## src/sv/ufpc_pkg.sv

```systemverilog
// Package for the union-find engine: cell index type, command codes and the
// structs that pass between the sequencer, the parent table and the top level.
// No dependencies.
`timescale 1ns / 1ps

package ufpc_pkg;

  localparam int IDX_W       = 10;
  localparam int TABLE_DEPTH = 1 << IDX_W;

  typedef logic [IDX_W-1:0] idx_t;

  localparam logic CMD_FIND = 1'b0;
  localparam logic CMD_JOIN = 1'b1;

  // One write port and one read port of the parent table.
  typedef struct packed {
    logic we;
    idx_t waddr;
    idx_t wdata;
    idx_t raddr;
  } mem_req_t;

  // Finished result handed from the sequencer to the output register.
  typedef struct packed {
    logic valid;
    idx_t root;
    logic merged;
  } res_t;

endpackage

```

## src/sv/ufpc_seq.sv

```systemverilog
// Sequencer of the union-find engine: clearing pass, root walk, path
// compression and linking over the shared parent table. Depends on ufpc_pkg.
`timescale 1ns / 1ps

module ufpc_seq #(
  parameter int CELL_COUNT = 1024
) (
  input  logic               clk,
  input  logic               rst_n,
  input  logic               in_valid,
  output logic               in_ready,
  input  logic               in_cmd,
  input  ufpc_pkg::idx_t     in_a,
  input  ufpc_pkg::idx_t     in_b,
  input  logic               out_free,
  output ufpc_pkg::res_t     res,
  output ufpc_pkg::mem_req_t mem_req,
  input  ufpc_pkg::idx_t     rd_data
);
  import ufpc_pkg::*;

  localparam logic [2:0] S_CLEAR = 3'd0;
  localparam logic [2:0] S_IDLE  = 3'd1;
  localparam logic [2:0] S_WALK  = 3'd2;
  localparam logic [2:0] S_COMP  = 3'd3;
  localparam logic [2:0] S_LINK  = 3'd4;
  localparam logic [2:0] S_DONE  = 3'd5;

  localparam logic [IDX_W:0] CntW     = (IDX_W+1)'(CELL_COUNT);
  localparam idx_t           LastCell = IDX_W'(CELL_COUNT - 1);

  function automatic logic in_grid(input idx_t v);
    return {1'b0, v} < CntW;
  endfunction

  logic [2:0] state_r, state_nxt;
  idx_t       clr_r, clr_nxt;
  logic       cmd_r, cmd_nxt;
  idx_t       a_r, a_nxt;
  idx_t       b_r, b_nxt;
  idx_t       r_r, r_nxt;     // walk node, then root
  idx_t       c_r, c_nxt;     // node being compressed
  idx_t       ra_r, ra_nxt;   // root of cell a
  logic       phase_r, phase_nxt;
  logic       merged_r, merged_nxt;
  idx_t       start;

  assign start    = phase_r ? b_r : a_r;
  assign in_ready = (state_r == S_IDLE);

  always_comb begin
    state_nxt  = state_r;
    clr_nxt    = clr_r;
    cmd_nxt    = cmd_r;
    a_nxt      = a_r;
    b_nxt      = b_r;
    r_nxt      = r_r;
    c_nxt      = c_r;
    ra_nxt     = ra_r;
    phase_nxt  = phase_r;
    merged_nxt = merged_r;
    mem_req    = '{we: 1'b0, waddr: c_r, wdata: r_r, raddr: r_r};
    res        = '{valid: 1'b0, root: ra_r, merged: merged_r};

    case (state_r)
      S_CLEAR: begin
        mem_req.we    = 1'b1;
        mem_req.waddr = clr_r;
        mem_req.wdata = clr_r;
        clr_nxt       = clr_r + idx_t'(1);
        if (clr_r == LastCell) begin
          state_nxt = S_IDLE;
        end
      end
      S_IDLE: begin
        if (in_valid) begin
          cmd_nxt    = in_cmd;
          a_nxt      = in_a;
          b_nxt      = in_b;
          phase_nxt  = 1'b0;
          merged_nxt = 1'b0;
          if (in_grid(in_a)) begin
            r_nxt         = in_a;
            mem_req.raddr = in_a;
            state_nxt     = S_WALK;
          end else begin
            ra_nxt    = in_a;
            state_nxt = S_DONE;
          end
        end
      end
      S_WALK: begin
        if ((rd_data == r_r) || !in_grid(rd_data)) begin
          // Root found; compress the path from the start cell.
          c_nxt = start;
          if (start != r_r) begin
            mem_req.raddr = start;
            state_nxt     = S_COMP;
          end else if (!phase_r) begin
            ra_nxt = r_r;
            if ((cmd_r == CMD_JOIN) && in_grid(b_r)) begin
              phase_nxt     = 1'b1;
              r_nxt         = b_r;
              mem_req.raddr = b_r;
            end else begin
              state_nxt = S_DONE;
            end
          end else begin
            state_nxt = S_LINK;
          end
        end else begin
          r_nxt         = rd_data;
          mem_req.raddr = rd_data;
        end
      end
      S_COMP: begin
        mem_req.we    = 1'b1;
        mem_req.waddr = c_r;
        mem_req.wdata = r_r;
        if (rd_data != r_r) begin
          c_nxt         = rd_data;
          mem_req.raddr = rd_data;
        end else if (!phase_r) begin
          ra_nxt = r_r;
          if ((cmd_r == CMD_JOIN) && in_grid(b_r)) begin
            phase_nxt     = 1'b1;
            r_nxt         = b_r;
            mem_req.raddr = b_r;
            state_nxt     = S_WALK;
          end else begin
            state_nxt = S_DONE;
          end
        end else begin
          state_nxt = S_LINK;
        end
      end
      S_LINK: begin
        if (r_r != ra_r) begin
          mem_req.we    = 1'b1;
          mem_req.waddr = r_r;
          mem_req.wdata = ra_r;
          merged_nxt    = 1'b1;
        end
        state_nxt = S_DONE;
      end
      S_DONE: begin
        if (out_free) begin
          res.valid = 1'b1;
          state_nxt = S_IDLE;
        end
      end
      default: begin
        state_nxt = S_IDLE;
      end
    endcase
  end

  always_ff @(posedge clk) begin
    if (!rst_n) begin
      state_r <= S_CLEAR;
      clr_r   <= '0;
      phase_r <= 1'b0;
    end else begin
      state_r <= state_nxt;
      clr_r   <= clr_nxt;
      phase_r <= phase_nxt;
    end
  end

  always_ff @(posedge clk) begin
    cmd_r    <= cmd_nxt;
    a_r      <= a_nxt;
    b_r      <= b_nxt;
    r_r      <= r_nxt;
    c_r      <= c_nxt;
    ra_r     <= ra_nxt;
    merged_r <= merged_nxt;
  end

  a_reset_clears: assert property (@(posedge clk) !rst_n |=> state_r == S_CLEAR)
    else $error("sequencer did not start a clearing pass after reset");

  a_idle_no_write: assert property (@(posedge clk) disable iff (!rst_n)
    state_r == S_IDLE |-> !mem_req.we)
    else $error("parent table written while idle");

  a_merge_join: assert property (@(posedge clk) disable iff (!rst_n)
    (state_r == S_DONE) && merged_r |-> cmd_r == CMD_JOIN)
    else $error("merge reported for a find");

  a_walk_in_grid: assert property (@(posedge clk) disable iff (!rst_n)
    (state_r == S_WALK) || (state_r == S_COMP) |-> in_grid(r_r))
    else $error("walk left the grid");

endmodule

```

## config.mk

```make
export PLATFORM = sky130hd
export DESIGN_NAME = ufpc_seq
export DESIGN_NICKNAME = d
export VERILOG_FILES = /design/src/sv/ufpc_pkg.sv /design/src/sv/ufpc_seq.sv
export SDC_FILE = /design/constraint.sdc
export NUM_CORES = 1
export LEC_CHECK = 0
export BUFFER_PORTS_ARGS = -buffer_cell sky130_fd_sc_hd__buf_4
export CORE_ASPECT_RATIO = 2
export CORE_MARGIN = 10
export CORE_UTILIZATION = 55
export DETAILED_ROUTE_END_ITERATION = 12
export GPL_TIMING_DRIVEN = 0
export PLACE_DENSITY = 0.9
export SYNTH_ARGS = -nofsm -noshare
export SYNTH_HDL_FRONTEND = slang
export SYNTH_SLANG_ARGS = --single-unit
```

## constraint.sdc

```tcl
create_clock -name clk -period 5 [get_ports clk]
set_input_delay 0.25 -clock clk [delete_from_list [all_inputs] [get_ports clk]]
set_output_delay 0.25 -clock clk [all_outputs]
set_load 0.05 [all_outputs]
```

==> flow_metrics.env, run 1 <==
export IMPL_powerDensity_nw_per_um2=272
export IMPL_final_layout_size_suffix_gt1_share_pct=25.1
export IMPL_drc=0
export IMPL_stdcell_area_um2=5330
export IMPL_ctsResizeCount=0
export IMPL_endpoint_kind="flip-flop"
export IMPL_core_um2=7600
export IMPL_fin_util_pct=70.1
export IMPL_path_clk_slew_ps=60
export IMPL_cts_buffers_inserted=9
export IMPL_num_rows=45
export IMPL_n_antenna_cell=0
export IMPL_synth_edf_count=52
export IMPL_path_max_fanout=10
export IMPL_syn_num_nets=482
export IMPL_crit_type="flip-flop to flip-flop"
export IMPL_post_route_period_util_pct=75.4
export IMPL_synth_ff_type="edfxtp_1"
export IMPL_ys_seq_area_share_pct=42.7
export IMPL_ir_worst_vdd_mv=0.182
export IMPL_min_from="in_b[9]"
export IMPL_h_tree_depth=3
export IMPL_fin_nets=572
export IMPL_grt_max_degree=22
export IMPL_grt_overflow=0
export IMPL_cts_setup_buffers=0
export IMPL_clock_skew_final_ps=5.62
export IMPL_fin_crit_ps=3770
export IMPL_reg2regPathDepth=9
export IMPL_syn_area_per_cell_um2=9.68
export IMPL_cts_root_buffer="clkbuf_16"
export IMPL_clock_sinks=66
export IMPL_ys_types=44
export IMPL_status="finished clean"
export IMPL_die_area_um2=12000
export IMPL_drv_slew=0
export IMPL_first_pass_iters=7
export IMPL_grt_pass1_wl_um=22500
export IMPL_grt_pass1_vias=4295
export IMPL_yosysWarnings=0
export IMPL_vias=4229
export IMPL_antenna_left=0
export IMPL_hold_end="b_r[9]"
export IMPL_setup_tns_ps=0
export IMPL_dr_first_iter_drc_count=543
export IMPL_reg2reg_slack_ps=1230
export IMPL_required_ps=4950
export IMPL_slew_headroom_pct=21.7
export IMPL_maxCapViolCount=0
export IMPL_syn_to_final_growth_pct=23.4
export IMPL_r2r_end="r_r[3]"
export IMPL_port_buffers=78
export IMPL_rsz0062_at_grt="no"
export IMPL_hp_class="primary input to flip-flop"
export IMPL_chipHeight_um=145
export IMPL_wirelength_um=15000
export IMPL_cp_arrival_ps=3720
export IMPL_start_util_pct=56.8
export IMPL_track_usage_pct=24.6
export IMPL_wl_per_cell_um=23.6
export IMPL_worst_pin_slew_ps=1170
export IMPL_hold_buffers=0
export IMPL_hold_path_depth=1
export IMPL_r2r_start="r_r[3]"
export IMPL_antenna_found_initial=0
export IMPL_final_hold_viol_count=0
export IMPL_cts_max_path_buffers=2
export IMPL_max_freq_mhz=265
export IMPL_dp_hpwl_um=11000
export IMPL_dpl_instance_area_um2=5030
export IMPL_clk_latency_ps=340
export IMPL_setup_worst_path_start_class="flip-flop"
export IMPL_via_per_inst=6.66
export IMPL_ys_ff_latch=66
export IMPL_ys_async_sr_fraction_pct=0
export IMPL_gp_congestion=0.998
export IMPL_die_w_um=82.6
export IMPL_cts_tree="done"
export IMPL_ioPinCount=79
export IMPL_finalSetupViolCount=0
export IMPL_syn_area_um2=4320
export IMPL_netlist_instances=446
export IMPL_power_leakage_nw=2.02
where the power goes:
part	leakage (nW)	internal, mW	switching, mW
sequential	0.583	0.596	0.00503
combinational	1.30	0.0762	0.137
clock	0.135	0.387	0.246
total	2.02	1.06	0.389
per-stage QoR:
step / hold WS, ps / instances / total power [mW] / setup slack (ps)
after floorplan: 349 / 446 / 0.744 / 1740
after global placement: 423 / 618 / 0.817 / 677
after detailed placement: 426 / 619 / 0.821 / 1380
after CTS: 80.8 / 635 / 1.44 / 1350
after global routing: 78.1 / 635 / 1.48 / 1030
final: 82.3 / 635 / 1.45 / 1230
worst max-delay path, stage by stage, from the launching register on:
cell and delay (ps):
edfxtp_1 330, clkbuf_1 460, xor2_1 140, nor4_1 250
and3_1 200, buf_2 210, clkbuf_1 410, buf_2 350
o21ai_0 130, a31oi_1 880
sequential cells by signal (all words and copies together) (netlist names):
signal,count
r_r,10
phase_r,1
c_r,10
clr_r,10
a_r,10
b_r,10
state_r,3
ra_r,10
merged_r,1
cmd_r,1
cells by family (layout without fill, tap and decap cells):
family / Yosys count / after routing / synth area share [%]
AOI/OAI and AO/OA: 111 / 111 / 18.8
DFF: 66 / 66 / 42.7
xor gates and xnor gates: 39 / 39 / 7.91
and+or+nand+nor: 153 / 153 / 17.9
muxes: 32 / 32 / 7.71
adders and majority gates: 1 / 1 / 0.290
buffers and inverters: 44 / 139 / 4.75
cell usage after synthesis (3+ instances only):
master / count / area share [%]
nor3_1: 3 / 0.35
nand2b_1: 4 / 0.58
or2_2: 13 / 1.9
dfxtp_1: 14 / 6.5
nor2_1: 53 / 4.6
clkbuf_1: 24 / 2.1
xnor2_1: 23 / 4.7
o32ai_2: 8 / 3.0
and3_1: 12 / 1.7
a21oi_1: 16 / 1.9
buf_6: 3 / 0.78
nand2_1: 36 / 3.1
o211ai_1: 10 / 1.7
edfxtp_1: 52 / 36
buf_2: 11 / 1.3
o21ai_0: 35 / 4.1
a31oi_1: 14 / 2.0
nand4_1: 6 / 0.87
nor4_1: 3 / 0.43
mux2i_1: 31 / 7.2
xor2_1: 16 / 3.2
a221o_1: 16 / 3.7
inv_1: 3 / 0.26
and2_1: 12 / 1.7
worst max-delay path by stage:
stage | cells past startpoint | startpoint | slack (ps) | end
final | 9 | r_r[3] | 1230 | r_r[3]
after detailed placement | 9 | r_r[4] | 1380 | r_r[0]
after global routing | 9 | r_r[3] | 1030 | r_r[1]
after CTS | 9 | r_r[4] | 1350 | r_r[5]
after floorplan | 8 | r_r[6] | 1740 | ra_r[0]
after global placement | 8 | r_r[4] | 680 | ra_r[4]
area by class of cell:
class	instances	area (um2)
fillers	601	2270
well taps	94	118
repair buffers	79	593
flip-flops and latches	66	1840
multi-input cells	336	2280
clock inverters	6	66.3
clock buffers	10	229
inverters	4	15.0
plain buffers	40	190
metal layers:
layer / global-route usage (%) / part of all wire (%)
met5: 0 / 0
met4: 15.7 / 5.8
met3: 5.93 / 8.9
met2: 42.5 / 53
met1: 24.5 / 32
placed cells by master (no fill, tap or decap), types with 2 or more instances in the layout:
cell type   count
o21ai_0        35
o32ai_1         2
nand3b_1        2
nand2_1        36
a221oi_1        2
buf_6           3
nor4_4          2
inv_1           3
a31oi_1        14
a21o_1          2
dfxtp_1        14
a21oi_1        16
buf_2          11
nor4_1          3
nand2b_1        4
nor2_1         53
xor2_1         16
xnor2_1        23
o32ai_2         8
nand4_1         6
o211ai_1       10
buf_4          80
clkbuf_16       9
or3_1           2
or2_2          13
a221o_1        16
a22o_1          2
clkinvlp_4      3
clkbuf_1       25
nor3_1          3
mux2i_1        31
and3_1         12
and2_1         12
edfxtp_1       52
No activity file was read; power rests on OpenSTA's default activity.
==> run 2, diff against run 1 <==
Settings changed: CORE_UTILIZATION 55 to 51, PLACE_DENSITY 0.9 to 0.88.
Clock period 5 ns to 3.1 ns, I/O delays scaled along.
==> run 2 against run 1 <==
Non-clock buffer count up 15. Count of clock-buffer cells in the layout rose by 2. Critical path depth unchanged.
==> flow_metrics.env, run 2 (synthesis results as in run 1) <==
export IMPL_status="finished clean"
export IMPL_syn_to_final_growth_pct=29.9
export IMPL_reg2reg_slack_ps=190
export IMPL_grt_overflow=0
export IMPL_power_leakage_nw=2.14
export IMPL_required_ps=2940
export IMPL_die_w_um=85.1
export IMPL_wl_per_cell_um=23.4
export IMPL_fin_util_pct=67.6
export IMPL_clock_skew_final_ps=8.76
export IMPL_r2r_start="r_r[4]"
export IMPL_finalSetupViolCount=0
export IMPL_dp_hpwl_um=11600
export IMPL_place_inst=622
export IMPL_setup_worst_path_start_class="flip-flop"
export IMPL_grt_max_degree=22
export IMPL_n_antenna_cell=0
export IMPL_num_rows=47
export IMPL_worstPathCellList="buf_6, mux2i_1, xnor2_1, nor4_4, nand3_2, buf_6, and3_1, o32ai_2, buf_4"
export IMPL_cts_root_buffer="clkbuf_16"
export IMPL_final_common_cell="buf_4"
export IMPL_antenna_left=0
export IMPL_grt_pass1_vias=4284
export IMPL_die_area_um2=12800
export IMPL_chipHeight_um=150
export IMPL_setup_tns_ps=0
export IMPL_num_fill_cells=666
export IMPL_path_max_fanout=10
export IMPL_finalPower_mw=2.34
export IMPL_final_hold_viol_count=0
export IMPL_path_clk_slew_ps=50
export IMPL_hp_class="primary input to flip-flop"
export IMPL_crit_type="flip-flop to output port"
export IMPL_ioPinCount=79
export IMPL_r2r_end="r_r[5]"
export IMPL_powerDensity_nw_per_um2=416
export IMPL_hold_path_depth=1
export IMPL_core_um2=8290
export IMPL_worst_pin_slew_ps=897
export IMPL_slowest_delay_ps=370
export IMPL_cts_buffers_inserted=9
export IMPL_slowest_stage="nor4_4"
export IMPL_regArea_um2=1840
export IMPL_h_tree_depth=3
export IMPL_cts_max_path_buffers=2
export IMPL_final_layout_size_suffix_gt1_share_pct=27.0
export IMPL_stdcell_count=654
export IMPL_final_cell_mix="79 x buf_4, 52 x edfxtp_1, 51 x nor2_1"
export IMPL_max_freq_mhz=329
export IMPL_via_per_inst=6.22
export IMPL_start_util_pct=52.1
export IMPL_ir_worst_vdd_mv=0.261
export IMPL_maxCapViolCount=0
export IMPL_antenna_found_initial=0
export IMPL_fin_crit_ps=3040
export IMPL_cpMostUsedCell="buf_6"
export IMPL_first_pass_iters=4
export IMPL_fin_nets=587
export IMPL_whs_ps=8.14
export IMPL_post_route_period_util_pct=98.0
export IMPL_cts_tree="done"
export IMPL_dr_first_iter_drc_count=342
export IMPL_vias=4067
export IMPL_slew_headroom_pct=40.2
export IMPL_drc=0
export IMPL_port_buffers=78
export IMPL_hold_end="a_r[7]"
export IMPL_drv_slew=0
export IMPL_wirelength_um=15300
export IMPL_grt_pass1_wl_um=23300
export IMPL_gp_congestion=0.983
export IMPL_track_usage_pct=23.7
export IMPL_endpoint_kind="output port"
export IMPL_min_from="in_a[7]"
export IMPL_clk_latency_ps=340
export IMPL_clock_sinks=66
export IMPL_reg2regPathDepth=10
export IMPL_cp_arrival_ps=2880
export IMPL_multiInputGateArea_um2=2350
-- run 2: changes by cell type in the layout (fill, tap and decap cells not counted), moves of 2 or more --
cell	delta
dlygate4sd3_1	+15
buf_12	+3
mux2i_1	-3
clkinv_4	+2
clkbuf_2	+3
clkbuf_1	-6
nor2_1	-2
clkinvlp_4	-3
mux2i_4	+2
clkbuf_4	+2
-- run 2: power breakdown --
group          total (mW)  leakage [nW]  switching (mW)  internal (mW)
registers           0.970         0.583         0.00832          0.962
logic               0.366          1.41           0.226          0.139
clock network       0.999         0.141           0.375          0.624
total                2.34          2.14           0.609           1.73
-- run 2: final cells by class --
class                           count  area share (%)
Tap cell                           98            2.19
Multi-Input combinational cell    336            41.9
Buffer                             38            3.64
Timing Repair Buffer               96            14.0
Inverter                            4           0.268
Clock inverter                      4           0.937
Clock buffer                       12            4.22
Sequential cell                    66            32.8
-- run 2: how the worst max path moves through the flow --
stage / start / endpoint
final: phase_r / mem_req[4]
after global routing: r_r[8] / mem_req[1]
after CTS: phase_r / mem_req[0]
after detailed placement: r_r[6] / ra_r[0]
after global placement: r_r[3] / r_r[1]
after floorplan: r_r[6] / mem_req[8]
-- run 2: per-layer routing --
layer | GRT usage (%) | up-vias | wire (um)
li1 | - | 1858 | -
met1 | 23.5 | 1956 | 5320
met2 | 43.5 | 200 | 8420
met3 | 5.19 | 53 | 921
met4 | 13.5 | 0 | 656
met5 | 0 | - | 0
-- run 2: worst max-delay path, delay by kind of cell, from the launching register on --
family / cells / cell delay, ps
xor gates and xnor gates: 1 / 210
DFF: 1 / 320
muxes: 1 / 320
buffers and inverters: 3 / 630
and+or+nand+nor: 3 / 760
AOI/OAI and AO/OA: 1 / 300
-- run 2: per-stage QoR --
step | setup WS (ps) | cell area (um2)
floorplan | 46.0 | 4320
global placement | -519 | 5030
detailed placement | -607 | 5030
CTS | 2.35 | 5510
global route | -7.79 | 5610
finish | 62.4 | 5610
-- run 2: what timing repair did --
item	in CTS	in global routing
gates cloned	0	0
gates resized for setup	13	15
pin swaps	0	2
hold buffers	11	4
endpoints found under the setup margin	50	42
hold endpoints to repair	11	4
setup buffers	2	1
